--- src/hcbd_pkg.sv ---
// Shared types and constants for the chunked body decoder.
`default_nettype none

package hcbd_pkg;

	localparam int SIZE_WIDTH_DEF = 32;
	localparam logic [31:0] MAX_BODY_RESET = 32'd1048576;

	localparam logic [7:0] CH_CR   = 8'h0D;
	localparam logic [7:0] CH_LF   = 8'h0A;
	localparam logic [7:0] CH_ZERO = 8'h30;

	typedef enum logic [1:0] {
		ERR_NONE  = 2'd0,
		ERR_BAD   = 2'd1,
		ERR_LARGE = 2'd2
	} err_t;

	typedef enum logic [6:0] {
		PH_SIZE    = 7'b0000001,
		PH_SIZE_CR = 7'b0000010,
		PH_DATA    = 7'b0000100,
		PH_DATA_CR = 7'b0001000,
		PH_DATA_LF = 7'b0010000,
		PH_DONE    = 7'b0100000,
		PH_ERROR   = 7'b1000000
	} phase_t;

	typedef struct packed {
		logic       data_valid;
		logic [7:0] body_byte;
		logic       finished;
		err_t       error_code;
	} res_t;

endpackage

`default_nettype wire

--- src/hcbd_core.sv ---
// Decoder state and the per-byte state update.
`default_nettype none

module hcbd_core import hcbd_pkg::*; #(
	parameter int SIZE_WIDTH = SIZE_WIDTH_DEF
) (
	input  wire logic        clk,
	input  wire logic        arst_n,
	input  wire logic        step,
	input  wire logic [7:0]  in_byte,
	input  wire logic        start_of_message,
	input  wire logic [31:0] max_body_size,
	output res_t             res
);

	localparam int CMP_W = (SIZE_WIDTH > 32) ? SIZE_WIDTH : 32;

	phase_t                  phase_q, phase_e, phase_n;
	logic [SIZE_WIDTH-1:0]   size_accum_q, accum_e, accum_n;
	logic [SIZE_WIDTH-1:0]   bytes_left_q, left_e, left_n;
	logic [31:0]             body_total_q, total_e, total_n;
	logic [1:0]              line_chars_q, lc_e, lc_n;
	logic                    line_is_zero_q, liz_e, liz_n;
	logic                    hex_ended_q, he_e, he_n;
	err_t                    err_q, err_e, err_n;
	logic                    do_char, do_end;
	logic [4:0]              digit;
	logic [CMP_W-1:0]        accum_ext, room_ext;
	logic                    out_valid_byte;
	logic [7:0]              out_data;

	// bit 4 flags a hex digit, bits 3:0 carry its value
	function automatic logic [4:0] hex_digit(input logic [7:0] c);
		logic [4:0] r;
		r = '0;
		case (c) inside
			[8'h30:8'h39]: r = {1'b1, 4'(c - 8'h30)};
			[8'h41:8'h46]: r = {1'b1, 4'(c - 8'h37)};
			[8'h61:8'h66]: r = {1'b1, 4'(c - 8'h57)};
			default:       r = '0;
		endcase
		return r;
	endfunction

	assign digit = hex_digit(in_byte);

	always_comb begin
		// a start flag clears everything but the limit register
		phase_e = start_of_message ? PH_SIZE : phase_q;
		accum_e = start_of_message ? '0 : size_accum_q;
		left_e  = start_of_message ? '0 : bytes_left_q;
		total_e = start_of_message ? '0 : body_total_q;
		lc_e    = start_of_message ? '0 : line_chars_q;
		liz_e   = start_of_message ? 1'b0 : line_is_zero_q;
		he_e    = start_of_message ? 1'b0 : hex_ended_q;
		err_e   = start_of_message ? ERR_NONE : err_q;

		phase_n = phase_e;
		accum_n = accum_e;
		left_n  = left_e;
		total_n = total_e;
		lc_n    = lc_e;
		liz_n   = liz_e;
		he_n    = he_e;
		err_n   = err_e;
		do_char = 1'b0;
		do_end  = 1'b0;
		out_valid_byte = 1'b0;
		out_data = '0;
		accum_ext = CMP_W'(accum_e);
		room_ext  = CMP_W'(max_body_size - total_e);

		case (phase_e)
			PH_SIZE: begin
				if (in_byte == CH_CR) begin
					phase_n = PH_SIZE_CR;
					he_n = 1'b1;
				end else begin
					do_char = 1'b1;
				end
			end
			PH_SIZE_CR: begin
				if (in_byte == CH_LF) begin
					do_end = 1'b1;
				end else begin
					// the held CR was a lone CR: count it as line text
					liz_n = 1'b0;
					if (lc_n != 2'd3) lc_n = lc_n + 2'd1;
					if (in_byte != CH_CR) begin
						phase_n = PH_SIZE;
						do_char = 1'b1;
					end
				end
			end
			PH_DATA: begin
				out_valid_byte = 1'b1;
				out_data = in_byte;
				if (left_e != '0) left_n = left_e - 1'b1;
				if (left_n == '0) phase_n = PH_DATA_CR;
			end
			PH_DATA_CR: begin
				if (in_byte == CH_CR) begin
					phase_n = PH_DATA_LF;
				end else begin
					phase_n = PH_ERROR;
					err_n = ERR_BAD;
				end
			end
			PH_DATA_LF: begin
				if (in_byte == CH_LF) begin
					phase_n = PH_SIZE;
					accum_n = '0;
					lc_n = '0;
					liz_n = 1'b0;
					he_n = 1'b0;
				end else begin
					phase_n = PH_ERROR;
					err_n = ERR_BAD;
				end
			end
			default: begin
				// finished, error and unknown codes hold until a start flag
			end
		endcase

		if (do_char) begin
			liz_n = (lc_n == 2'd0) && (in_byte == CH_ZERO);
			if (lc_n != 2'd3) lc_n = lc_n + 2'd1;
			if (!he_n && digit[4]) begin
				// saturate once the top nibble is in use
				if (accum_e[SIZE_WIDTH-1 -: 4] != 4'd0) accum_n = '1;
				else accum_n = {accum_e[SIZE_WIDTH-5:0], digit[3:0]};
			end else begin
				he_n = 1'b1;
			end
		end

		if (do_end) begin
			if (lc_e == 2'd1 && liz_e) begin
				phase_n = PH_DONE;
			end else if (accum_e == '0) begin
				phase_n = PH_ERROR;
				err_n = ERR_BAD;
			end else if (accum_ext > room_ext) begin
				phase_n = PH_ERROR;
				err_n = ERR_LARGE;
			end else begin
				total_n = total_e + accum_ext[31:0];
				left_n = accum_e;
				phase_n = PH_DATA;
			end
		end
	end

	always_ff @(posedge clk or negedge arst_n) begin
		if (!arst_n) begin
			phase_q        <= PH_SIZE;
			size_accum_q   <= '0;
			bytes_left_q   <= '0;
			body_total_q   <= '0;
			line_chars_q   <= '0;
			line_is_zero_q <= 1'b0;
			hex_ended_q    <= 1'b0;
			err_q          <= ERR_NONE;
		end else if (step) begin
			phase_q        <= phase_n;
			size_accum_q   <= accum_n;
			bytes_left_q   <= left_n;
			body_total_q   <= total_n;
			line_chars_q   <= lc_n;
			line_is_zero_q <= liz_n;
			hex_ended_q    <= he_n;
			err_q          <= err_n;
		end
	end

	assign res.data_valid = out_valid_byte;
	assign res.body_byte  = out_data;
	assign res.finished   = (phase_n == PH_DONE);
	assign res.error_code = err_n;

endmodule

`default_nettype wire

--- src/http_chunked_body_decoder_unit.sv ---
// Path: an accepted byte goes into the input register; the core's result for it is registered in the result register.
// Throughput: one byte per cycle while out_ready does not stall the output; the state update (size accumulator,
// bytes-left counter, body total) sets the rate, with a result register decoupling output stalls.
// Reset: arst_n asynchronously clears the decoder to the start of a size line with no error,
// empties the input and result registers and sets max_body_size to 1048576.
// Top level of the chunked HTTP body decoder.
`default_nettype none

module http_chunked_body_decoder_unit import hcbd_pkg::*; #(
	parameter int SIZE_WIDTH = SIZE_WIDTH_DEF
) (
	input  wire logic        clk,
	input  wire logic        arst_n,
	input  wire logic        in_valid,
	output      logic        in_ready,
	input  wire logic [7:0]  in_byte,
	input  wire logic        start_of_message,
	output      logic        out_valid,
	input  wire logic        out_ready,
	output      logic        data_valid,
	output      logic [7:0]  body_byte,
	output      logic        finished,
	output      logic [1:0]  error_code,
	input  wire logic        cfg_wr_en,
	input  wire logic [31:0] cfg_wr_data
);

	logic        valid_s1;
	logic [7:0]  byte_s1;
	logic        som_s1;
	logic        out_valid_q;
	res_t        res_q;
	res_t        res_d;
	logic        out_free;
	logic        step;
	logic [31:0] max_body_q;

	assign out_free = !out_valid_q || out_ready;
	assign step     = valid_s1 && out_free;
	assign in_ready = !valid_s1 || out_free;

	always_ff @(posedge clk or negedge arst_n) begin
		if (!arst_n) begin
			valid_s1 <= 1'b0;
		end else if (in_ready) begin
			valid_s1 <= in_valid;
		end
	end

	always_ff @(posedge clk) begin
		if (in_valid && in_ready) begin
			byte_s1 <= in_byte;
			som_s1  <= start_of_message;
		end
	end

	always_ff @(posedge clk or negedge arst_n) begin
		if (!arst_n) begin
			max_body_q <= MAX_BODY_RESET;
		end else if (cfg_wr_en) begin
			max_body_q <= cfg_wr_data;
		end
	end

	hcbd_core #(
		.SIZE_WIDTH(SIZE_WIDTH)
	) u_core (
		.clk              (clk),
		.arst_n           (arst_n),
		.step             (step),
		.in_byte          (byte_s1),
		.start_of_message (som_s1),
		.max_body_size    (max_body_q),
		.res              (res_d)
	);

	always_ff @(posedge clk or negedge arst_n) begin
		if (!arst_n) begin
			out_valid_q <= 1'b0;
		end else if (out_free) begin
			out_valid_q <= valid_s1;
		end
	end

	// hold the result while the consumer stalls
	always_ff @(posedge clk) begin
		if (step) begin
			res_q <= res_d;
		end
	end

	assign out_valid  = out_valid_q;
	assign data_valid = res_q.data_valid;
	assign body_byte  = res_q.body_byte;
	assign finished   = res_q.finished;
	assign error_code = res_q.error_code;

	a_no_done_with_error: assert property (@(posedge clk) disable iff (!arst_n)
		out_valid |-> !(finished && error_code != ERR_NONE))
		else $error("finished reported together with an error");

	a_data_only_in_body: assert property (@(posedge clk) disable iff (!arst_n)
		out_valid && data_valid |-> !finished && error_code == ERR_NONE)
		else $error("data byte emitted after finish or error");

	a_stall_only_when_full: assert property (@(posedge clk) disable iff (!arst_n)
		!in_ready |-> valid_s1 && out_valid_q && !out_ready)
		else $error("input stalled while a register was free");

	a_result_held: assert property (@(posedge clk) disable iff (!arst_n)
		out_valid && !out_ready |=> out_valid && $stable(res_q))
		else $error("pending result changed before transaction");

endmodule

`default_nettype wire

--- config.mk ---
export PLATFORM = sky130hd
export DESIGN_NAME = http_chunked_body_decoder_unit
export DESIGN_NICKNAME = d
export VERILOG_FILES = /design/src/hcbd_pkg.sv /design/src/hcbd_core.sv /design/src/http_chunked_body_decoder_unit.sv
export SDC_FILE = /design/constraint.sdc
export NUM_CORES = 1
export LEC_CHECK = 0
export ABC_AREA = 1
export BUFFER_PORTS_ARGS = -buffer_cell sky130_fd_sc_hd__buf_2
export CORE_MARGIN = 2
export CORE_UTILIZATION = 39
export DETAILED_ROUTE_END_ITERATION = 12
export HOLD_SLACK_MARGIN = 0.03
export PLACE_DENSITY_LB_ADDON = 0.15
export SYNTH_ARGS = -nofsm -noshare
export SYNTH_HDL_FRONTEND = slang
export SYNTH_SLANG_ARGS = --single-unit
export TNS_END_PERCENT = 100
--- constraint.sdc ---
create_clock -name clk -period 9.8 [get_ports clk]
set_input_delay 1.96 -clock clk [delete_from_list [all_inputs] [get_ports clk]]
set_output_delay 1.96 -clock clk [all_outputs]
set_load 0.02 [all_outputs]
==> metrics.csv, run 1 <==
metric,value,unit
grt_pass1_vias,13546,
synthCells,2100,
finalSetupTns,0,ps
fin_util,42.7,%
clock_sinks,164,
grt_max_degree,94,
seq_area_frac_synth,29.3,%
numCtsBuffers,17,
fillers,3839,
rows,70,
syn_area,14400,um^2
area_delta_synth_final,8.15,%
start_util,39.4,%
syn_nets,2247,
firstDrtPassIters,6,
synth_ff_type,dfrtp_1,
relSlewSlack,23.1,%
post_cts_buffers,0,
post-route-min-period,6490,ps
grt_util_all_layers,23.6,%
seqCellArea,4210,um^2
worstPathMaxFanout,59,
multi_input_area,8870,um^2
layout.nets,2255,
grt_pass1_wl,72.2,mm
clk_latency,450,ps
drt_iter0_drc,1056,
crit_path_end_kind,flop,
timing.final.crit_share,66.2,%
final_common_cell,nand2_1,
core,36400,um^2
worst_pin_slew,1150,ps
hold_violations,0,
die_w,196,um
die_area,38400,um^2
synth-edff-count,21,
ys_seq_elements,164,
maxCapViolations,0,
antenna_left,0,
portBuffers,59,
fp.dieH,196,um
crit_arrival,6780,ps
layout-drive-gt1-share,8.86,%
outcome,"finished, final reports clean",
worst_setup_path_start_kind,flop,
vias_per_cell,5.47,
slowest_delay,850,ps
r2r_start,som_s1,
synth-async-reset-ratio,87.2,%
grt_overflow,0,
dp_hpwl,33.6,mm
skew,15.1,ps
p_leak,8.07,nW
crit_top_cell,nand2_1,
worstSetupStartpoint,som_s1,
yosysUniqueCellTypes,51,
finalSetupViolCount,0,
wl,44.5,mm
ctsHoldBuffers,0,
syn_area_per_cell,6.84,um^2
critPathKind,reg2reg,
root_buffer,clkbuf_16,
tritoncts,done,
io_pins,60,
drc_errors,0,
peakVddDrop,0.113,mV
clockBufferDepth,2,
finalMaxSlewViolations,0,
ys_warn_count,0,
rsz0062_at_grt,false,
max_freq,154,MHz
n_antenna_cell,0,
min_path_type,reg2reg,
hold_start,u_core.size_accum_q[31],
clk_pin_slew,70,ps
crit_slowest_cell,inv_2,
antenna_found_initial,0,
powerDensity,174,nW/um^2
gp_congestion,0.957,
ctsHtreeMaxLevel,4,
cts_resized,0,
most-common-layout-cells,"nand2_1 (551), inv_1 (229), nor2_1 (208)",
required,10090,ps
wl_per_cell,17.2,um
via_count,14165,
==> path summary, 6_finish.rpt <==
check	endpoint	depth (start not counted)	slack [ps]
max in group asynchronous	u_core.size_accum_q[18]	2	6850
hold / removal	u_core.size_accum_q[31]	2	480
setup / recovery	u_core.body_total_q[0]	26	3310
hold reg to reg	u_core.size_accum_q[31]	2	480
setup reg to reg	u_core.body_total_q[0]	26	3310
min in group asynchronous	max_body_q[23]	1	1580
==> cells in the mapped netlist (19+ instances only) <==
cell type | count | area (um^2)
dfrtp_1 | 141 | 3530
xnor2_1 | 29 | 254
o211ai_1 | 50 | 375
clkbuf_1 | 46 | 173
nand2_1 | 552 | 2070
mux2_2 | 30 | 338
o31ai_1 | 24 | 180
inv_1 | 229 | 860
nor3_1 | 47 | 235
ha_1 | 99 | 1240
nor2_1 | 208 | 781
nand3_1 | 87 | 435
o21ai_0 | 135 | 676
buf_2 | 19 | 95.1
nand4_1 | 30 | 188
xor2_1 | 32 | 280
a21oi_1 | 160 | 801
edfxtp_1 | 21 | 631
==> critical path: cells and delay by family (launching register included) <==
family	cells	cell delay, ps
XOR/XNOR	1	150
adder cells (fa/ha/maj)	2	720
AND/OR/NAND/NOR	15	2560
buffers and inverters	3	1500
AO/OA/AOI/OAI	5	1000
flip-flops	1	360
==> layout make-up <==
class	count	area share (%)
multi-input combinational	1619	57.1
clock inverter	14	1.03
clock buffer	18	2.90
sequential	164	27.1
timing repair buffer	67	2.33
tap	468	3.77
inverter	239	5.80
==> power by group <==
| part | switching, W | internal (W) | leakage [nW] |
|---|---|---|---|
| logic | 0.000781 | 0.000367 | 5.71 |
| clock network | 0.000321 | 0.000398 | 0.292 |
| registers | 0.0000501 | 0.000783 | 2.07 |
| total | 0.00115 | 0.00155 | 8.07 |
==> sequential cells by signal (all words and copies together), names as in the netlist, 2 cells and up <==
signal / flops
u_core.bytes_left_q: 32
u_core.line_chars_q: 2
max_body_q: 32
byte_s1: 8
u_core.err_q: 2
error_code: 2
body_byte: 8
u_core.body_total_q: 32
u_core.phase_q: 7
u_core.size_accum_q: 32
==> per-stage QoR <==
| stage | total power (W) | hold slack (ps) | area [um^2] | setup slack, ps | std cells |
|---|---|---|---|---|---|
| after global placement | 0.00197 | 463 | 14900 | 3500 | 2557 |
| after global routing | 0.00291 | 498 | 15500 | 2570 | 2589 |
| after floorplan | 0.00169 | 449 | 14400 | 4610 | 2100 |
| final | 0.00270 | 484 | 15500 | 3310 | 2589 |
| after detailed placement | 0.00199 | 468 | 14900 | 3400 | 2557 |
| after CTS | 0.00271 | 485 | 15500 | 3350 | 2589 |
==> kinds of logic (layout without fill, tap and decap cells) <==
group / Yosys count / after routing / share of synthesized area (%)
AOI/OAI and AO/OA: 466 / 466 / 19.0
muxes: 30 / 30 / 2.35
adders and majority gates: 101 / 101 / 8.90
DFF: 164 / 164 / 29.3
xor gates and xnor gates: 61 / 61 / 3.72
and+or+nand+nor: 961 / 961 / 27.7
buffers and inverters: 317 / 338 / 9.01
==> routing by layer <==
metal	part of all wire, %	global-route usage (%)
met5	0	0
met4	2.2	6.57
met3	4.7	2.99
met2	45	37.9
met1	48	33.4
No activity file was read; power rests on OpenSTA's default activity.
==> inputs of run 2 (changes only) <==
- clock period: 9.8 -> 5.75 ns (I/O delays scaled with it)
==> metrics.csv, run 2 (synthesis results as in run 1) <==
metric,value,unit,change
power_frac_clock,24.6,%,was 26.6%
grt_max_degree,96,,was 94
dp_hpwl,35.8,mm,was 33.6 mm
combinationalPowerShare,44.0,%,was 42.5%
clock_sinks,164,,unchanged
drt_iter0_drc,1078,,"was 1,056"
antenna_left,0,,unchanged
via_count,14124,,"was 14,165"
required,6060,ps,"was 10,090 ps"
io_pins,60,,unchanged
p_seq_share,31.4,%,was 30.8%
relSlewSlack,35.3,%,was 23.1%
post-route-min-period,5210,ps,was 6490 ps
hold_violations,0,,unchanged
area_delta_synth_final,8.82,%,was 8.15%
drc_errors,0,,unchanged
maxCapViolations,0,,unchanged
root_buffer,clkbuf_16,,unchanged
p_sw_share,43.1,%,was 42.7%
n_antenna_cell,0,,unchanged
start_util,39.4,%,unchanged
worstPathMaxFanout,18,,was 59
finalMaxSlewViolations,0,,unchanged
grt_overflow,0,,unchanged
tritoncts,done,,unchanged
powerDensity,290,nW/um^2,was 174 nW/um^2
clk_pin_slew,70,ps,about the same
critPathKind,reg2reg,,unchanged
hold_ws,482,ps,was 484 ps
max_freq,192,MHz,was 154 MHz
slowest_delay,510,ps,was 850 ps
worst_setup_path_start_kind,flop,,unchanged
worst_pin_slew,971,ps,was 1150 ps
grt_pass1_wl,73.2,mm,was 72.2 mm
min_path_type,reg2reg,,unchanged
peakVddDrop,0.148,mV,was 0.113 mV
die_w,196,um,unchanged
ctsHtreeMaxLevel,4,,unchanged
fp.dieH,196,um,unchanged
core,36400,um^2,unchanged
crit_path_end_kind,flop,,unchanged
numCtsBuffers,17,,unchanged
finalSetupTns,0,ps,unchanged
clk_latency,450,ps,about the same
pre_cts_ws,268,ps,was 3400 ps
grt_pass1_vias,13522,,"was 13,546"
setup_ws,536,ps,was 3310 ps
p_int,0.00258,W,was 0.00155 W
ctsHoldBuffers,0,,unchanged
die_area,38400,um^2,unchanged
skew,15.2,ps,was 15.1 ps
grt_util_all_layers,24.1,%,was 23.6%
path_delay_family,simple AND/OR/NAND/NOR gates,,unchanged
layout-drive-gt1-share,9.70,%,was 8.86%
outcome,"finished, final reports clean",,unchanged
wl,45.5,mm,was 44.5 mm
firstDrtPassIters,6,,unchanged
vias_per_cell,5.43,,was 5.47
clockBufferDepth,2,,unchanged
crit_arrival,5520,ps,was 6780 ps
crit_top_cell,nand2_1,,unchanged
most-common-layout-cells,"nand2_1 (549), inv_1 (229), nor2_1 (208)",,"was nand2_1 (551), inv_1 (229), nor2_1 (208)"
final_common_cell,nand2_1,,unchanged
antenna_found_initial,0,,unchanged
critPathBufInv,4,,was 3
finalSetupViolCount,0,,unchanged
portBuffers,59,,unchanged
power_switching,0.00195,W,was 0.00115 W
timing.final.crit_share,90.7,%,was 66.2%
crit_slowest_cell,edfxtp_1,,was inv_2
rows,70,,unchanged
gp_congestion,0.940,,was 0.957
fillers,3868,,"was 3,839"
layout.nets,2269,,"was 2,255"
wl_per_cell,17.5,um,was 17.2 um
rsz0062_at_grt,false,,unchanged
p_leak,8.13,nW,was 8.07 nW
## run 2: cell count changes in the layout (fill, tap and decap cells not counted), moves of 2 or more
cell	before	now
clkinv_2	2	5
nand2_1	551	549
buf_4	8	20
nor4_2	0	3
nand2_2	9	11
nor4_1	5	2
clkinvlp_4	3	1
## run 2: repair_timing
item                                    CTS  global route
buffers inserted                          0             1
endpoints found under the setup margin    0            59
resized for setup                         0             9
## run 2: worst paths after layout
path / start / end / slack, ps / depth (start not counted)
max in group asynchronous: arst_n / u_core.size_accum_q[20] / 3930 / 2
setup reg to reg: som_s1 / u_core.body_total_q[8] / 540 / 25
hold reg to reg: u_core.size_accum_q[19] / u_core.size_accum_q[19] / 480 / 2
min in group asynchronous: arst_n / max_body_q[26] / 720 / 1
hold / removal: u_core.size_accum_q[19] / u_core.size_accum_q[19] / 480 / 2
setup / recovery: som_s1 / u_core.body_total_q[8] / 540 / 25
## run 2: power groups by stage
stage / registers (W) / logic (W) / clock network (W)
2_1_floorplan: 0.00143 / 0.00145 / 0
3_3_place_gp: 0.00144 / 0.00194 / 0
3_5_place_dp: 0.00144 / 0.00197 / 0
4_1_cts: 0.00142 / 0.00197 / 0.00115
5_1_grt: 0.00144 / 0.00224 / 0.00119
6_report: 0.00142 / 0.00199 / 0.00111
## run 2: routing by layer
layer / global-route usage, % / up-vias / part of all wire [%]
li1: - / 7090 / -
met1: 33.4 / 6621 / 47
met2: 40.2 / 361 / 46
met3: 2.66 / 52 / 4.4
met4: 6.34 / 0 / 2.1
met5: 0 / - / 0
## run 2: worst min-delay path, delay by kind of cell (launching register included)
kind,cells,cell delay (ps)
flip-flops,1,340
AND/OR/NAND/NOR,1,50
AO/OA/AOI/OAI,1,50
## run 2: area by class of cell
type,instances,area (um^2),area share [%]
repair buffers,81,487,3.11
flip-flops and latches,164,4210,26.9
well taps,468,586,3.74
clock buffers,18,429,2.74
clock inverters,14,125,0.800
multi-input cells,1619,8900,56.9
inverters,239,901,5.76
## run 2: per-stage QoR
stage / cell area (um^2) / std cells / utilization (%) / total power, W
final: 15600 / 2603 / 42.9 / 0.00453
after global routing: 15600 / 2603 / 42.9 / 0.00487
after CTS: 15600 / 2602 / 42.8 / 0.00454
after detailed placement: 15000 / 2570 / 41.3 / 0.00341
after global placement: 15000 / 2570 / 41.3 / 0.00338
after floorplan: 14400 / 2100 / - / 0.00288
==> inputs of run 3 (changes only) <==
- MAX_ROUTING_LAYER: default -> met4
- RECOVER_POWER: default -> 50
==> metrics.csv, run 3 (synthesis results as in run 1) <==
metric,value,unit,change
final_common_cell,nand2_1,,unchanged
clk_latency,450,ps,about the same
die_w,196,um,unchanged
wl_per_cell,17.7,um,was 17.5 um
placedCellCount,2568,,"was 2,570"
relSlewSlack,-83.6,%,was 35.3%
gp_congestion,0.933,,was 0.940
start_util,39.4,%,unchanged
crit_arrival,5570,ps,was 5520 ps
fp.dieH,196,um,unchanged
p_seq_share,31.0,%,was 31.4%
ctsHtreeMaxLevel,4,,unchanged
crit_path_end_kind,flop,,unchanged
wl,46.2,mm,was 45.5 mm
crit_top_cell,nand2_1,,unchanged
finalSetupViolCount,0,,unchanged
numCtsBuffers,17,,unchanged
required,6090,ps,was 6060 ps
drc_errors,0,,unchanged
layout-drive-gt1-share,9.00,%,was 9.70%
critPathKind,reg2reg,,unchanged
powerDensity,294,nW/um^2,was 290 nW/um^2
n_antenna_cell,0,,unchanged
fin_util,43.0,%,was 42.9%
grt_pass1_vias,13608,,"was 13,522"
p_leak,8.09,nW,was 8.13 nW
skew,14.2,ps,was 15.2 ps
dpl-instance-area,15000,um^2,about the same
outcome,"finished, violations left",,"was finished, final reports clean"
portBuffers,59,,unchanged
drt_iter0_drc,1084,,"was 1,078"
rows,70,,unchanged
peakVddDrop,0.170,mV,was 0.148 mV
combinationalPowerShare,43.5,%,was 44.0%
tritoncts,done,,unchanged
path_delay_family,simple AND/OR/NAND/NOR gates,,unchanged
core,36400,um^2,unchanged
max_freq,191,MHz,was 192 MHz
firstDrtPassIters,5,,was 6
io_pins,60,,unchanged
fillers,3884,,"was 3,868"
root_buffer,clkbuf_16,,unchanged
worst_pin_slew,2750,ps,was 971 ps
timing.final.crit_share,91.0,%,was 90.7%
antenna_found_initial,0,,unchanged
slowest_delay,520,ps,was 510 ps
area_delta_synth_final,8.91,%,was 8.82%
via_count,14128,,"was 14,124"
grt_util_all_layers,25.3,%,was 24.1%
violations,"max-capacitance violations, max-slew violations",,
most-common-layout-cells,"nand2_1 (550), inv_1 (229), nor2_1 (208)",,"was nand2_1 (549), inv_1 (229), nor2_1 (208)"
grt_overflow,0,,unchanged
finalMaxSlewViolations,139,,was 0
maxCapViolations,2,,was 0
vias_per_cell,5.43,,about the same
p_int,0.00262,W,was 0.00258 W
crit_slowest_cell,edfxtp_1,,unchanged
ctsHoldBuffers,0,,unchanged
power_frac_clock,25.5,%,was 24.6%
finalSetupTns,0,ps,unchanged
rsz0062_at_grt,false,,unchanged
die_area,38400,um^2,unchanged
dp_hpwl,35.5,mm,was 35.8 mm
worstPathMaxFanout,22,,was 18
p_sw_share,43.1,%,about the same
grt_pass1_wl,74.5,mm,was 73.2 mm
grt_max_degree,104,,was 96
power_switching,0.00198,W,was 0.00195 W
instances_no_fill,2602,,"was 2,603"
antenna_left,0,,unchanged
hold_violations,0,,unchanged
worst_setup_path_start_kind,flop,,unchanged
post-route-min-period,5230,ps,was 5210 ps
clock_sinks,164,,unchanged
clockBufferDepth,2,,unchanged
min_path_type,reg2reg,,unchanged
critPathBufInv,6,,was 4
clk_pin_slew,70,ps,about the same
finalInstanceArea,15700,um^2,"was 15,600 um^2"
layout.nets,2268,,"was 2,269"
[run 3: cell types whose count changed in the layout (fill, tap and decap cells not counted), sizes merged]
cell | before | now
clkbuf | 18 | 34
clkinv | 7 | 5
buf | 81 | 64
clkinvlp | 1 | 3
[run 3: metal layers]
layer	share of wire (%)	GRT usage (%)	up-vias
met4	2.4	7.35	0
li1	-	-	7079
met3	4.1	2.70	63
met5	0	-	-
met2	46	40.1	339
met1	48	34.4	6647
[run 3: final timing paths]
| path | startpoint | endpoint | slack [ps] | cells past startpoint |
|---|---|---|---|---|
| max | som_s1 | u_core.body_total_q[30] | 520 | 28 |
| min | u_core.size_accum_q[31] | u_core.size_accum_q[31] | 480 | 2 |
| max reg2reg | som_s1 | u_core.body_total_q[30] | 520 | 28 |
| min reg2reg | u_core.size_accum_q[31] | u_core.size_accum_q[31] | 480 | 2 |
| max in group asynchronous | arst_n | u_core.size_accum_q[21] | 1850 | 2 |
| min in group asynchronous | arst_n | max_body_q[26] | 1580 | 1 |
[run 3: per-stage QoR]
step	hold slack (ps)	total power, W	worst slack [ps]
global route	503	0.00495	75.5
detailed placement	469	0.00342	16.7
finish	483	0.00460	516
CTS	485	0.00462	87.9
global placement	464	0.00341	120
floorplan	449	0.00288	559
[run 3: worst reg2reg max path: cells and delay by family (launching register included)]
| family | cells | cell delay (ps) |
|---|---|---|
| AOI/OAI and AO/OA | 4 | 580 |
| buffers and inverters | 6 | 850 |
| and+or+nand+nor | 15 | 2360 |
| adders and majority gates | 2 | 680 |
| DFF | 1 | 520 |
| xor gates and xnor gates | 1 | 150 |
[run 3: power groups by stage]
| stage | Combinational (W) | Sequential [W] | Clock [W] |
|---|---|---|---|
| floorplan | 0.00145 | 0.00143 | 0 |
| global placement | 0.00197 | 0.00144 | 0 |
| detailed placement | 0.00198 | 0.00144 | 0 |
| CTS | 0.00199 | 0.00142 | 0.00121 |
| global route | 0.00226 | 0.00144 | 0.00125 |
| finish | 0.00200 | 0.00142 | 0.00117 |
[run 3: layout make-up]
class	instances	area [um^2]	share of cell area, %
Multi-Input combinational cell	1619	8900	56.8
Sequential cell	164	4210	26.9
Inverter	239	901	5.75
Tap cell	468	586	3.74
Timing Repair Buffer	80	469	3.00
Clock buffer	18	450	2.88
Clock inverter	14	138	0.879
[run 3: repair_timing]
item	4_1_cts	5_1_grt
setup endpoints to repair	1	65
buffers inserted	0	2
resized for setup	1	8
pin swaps	0	1
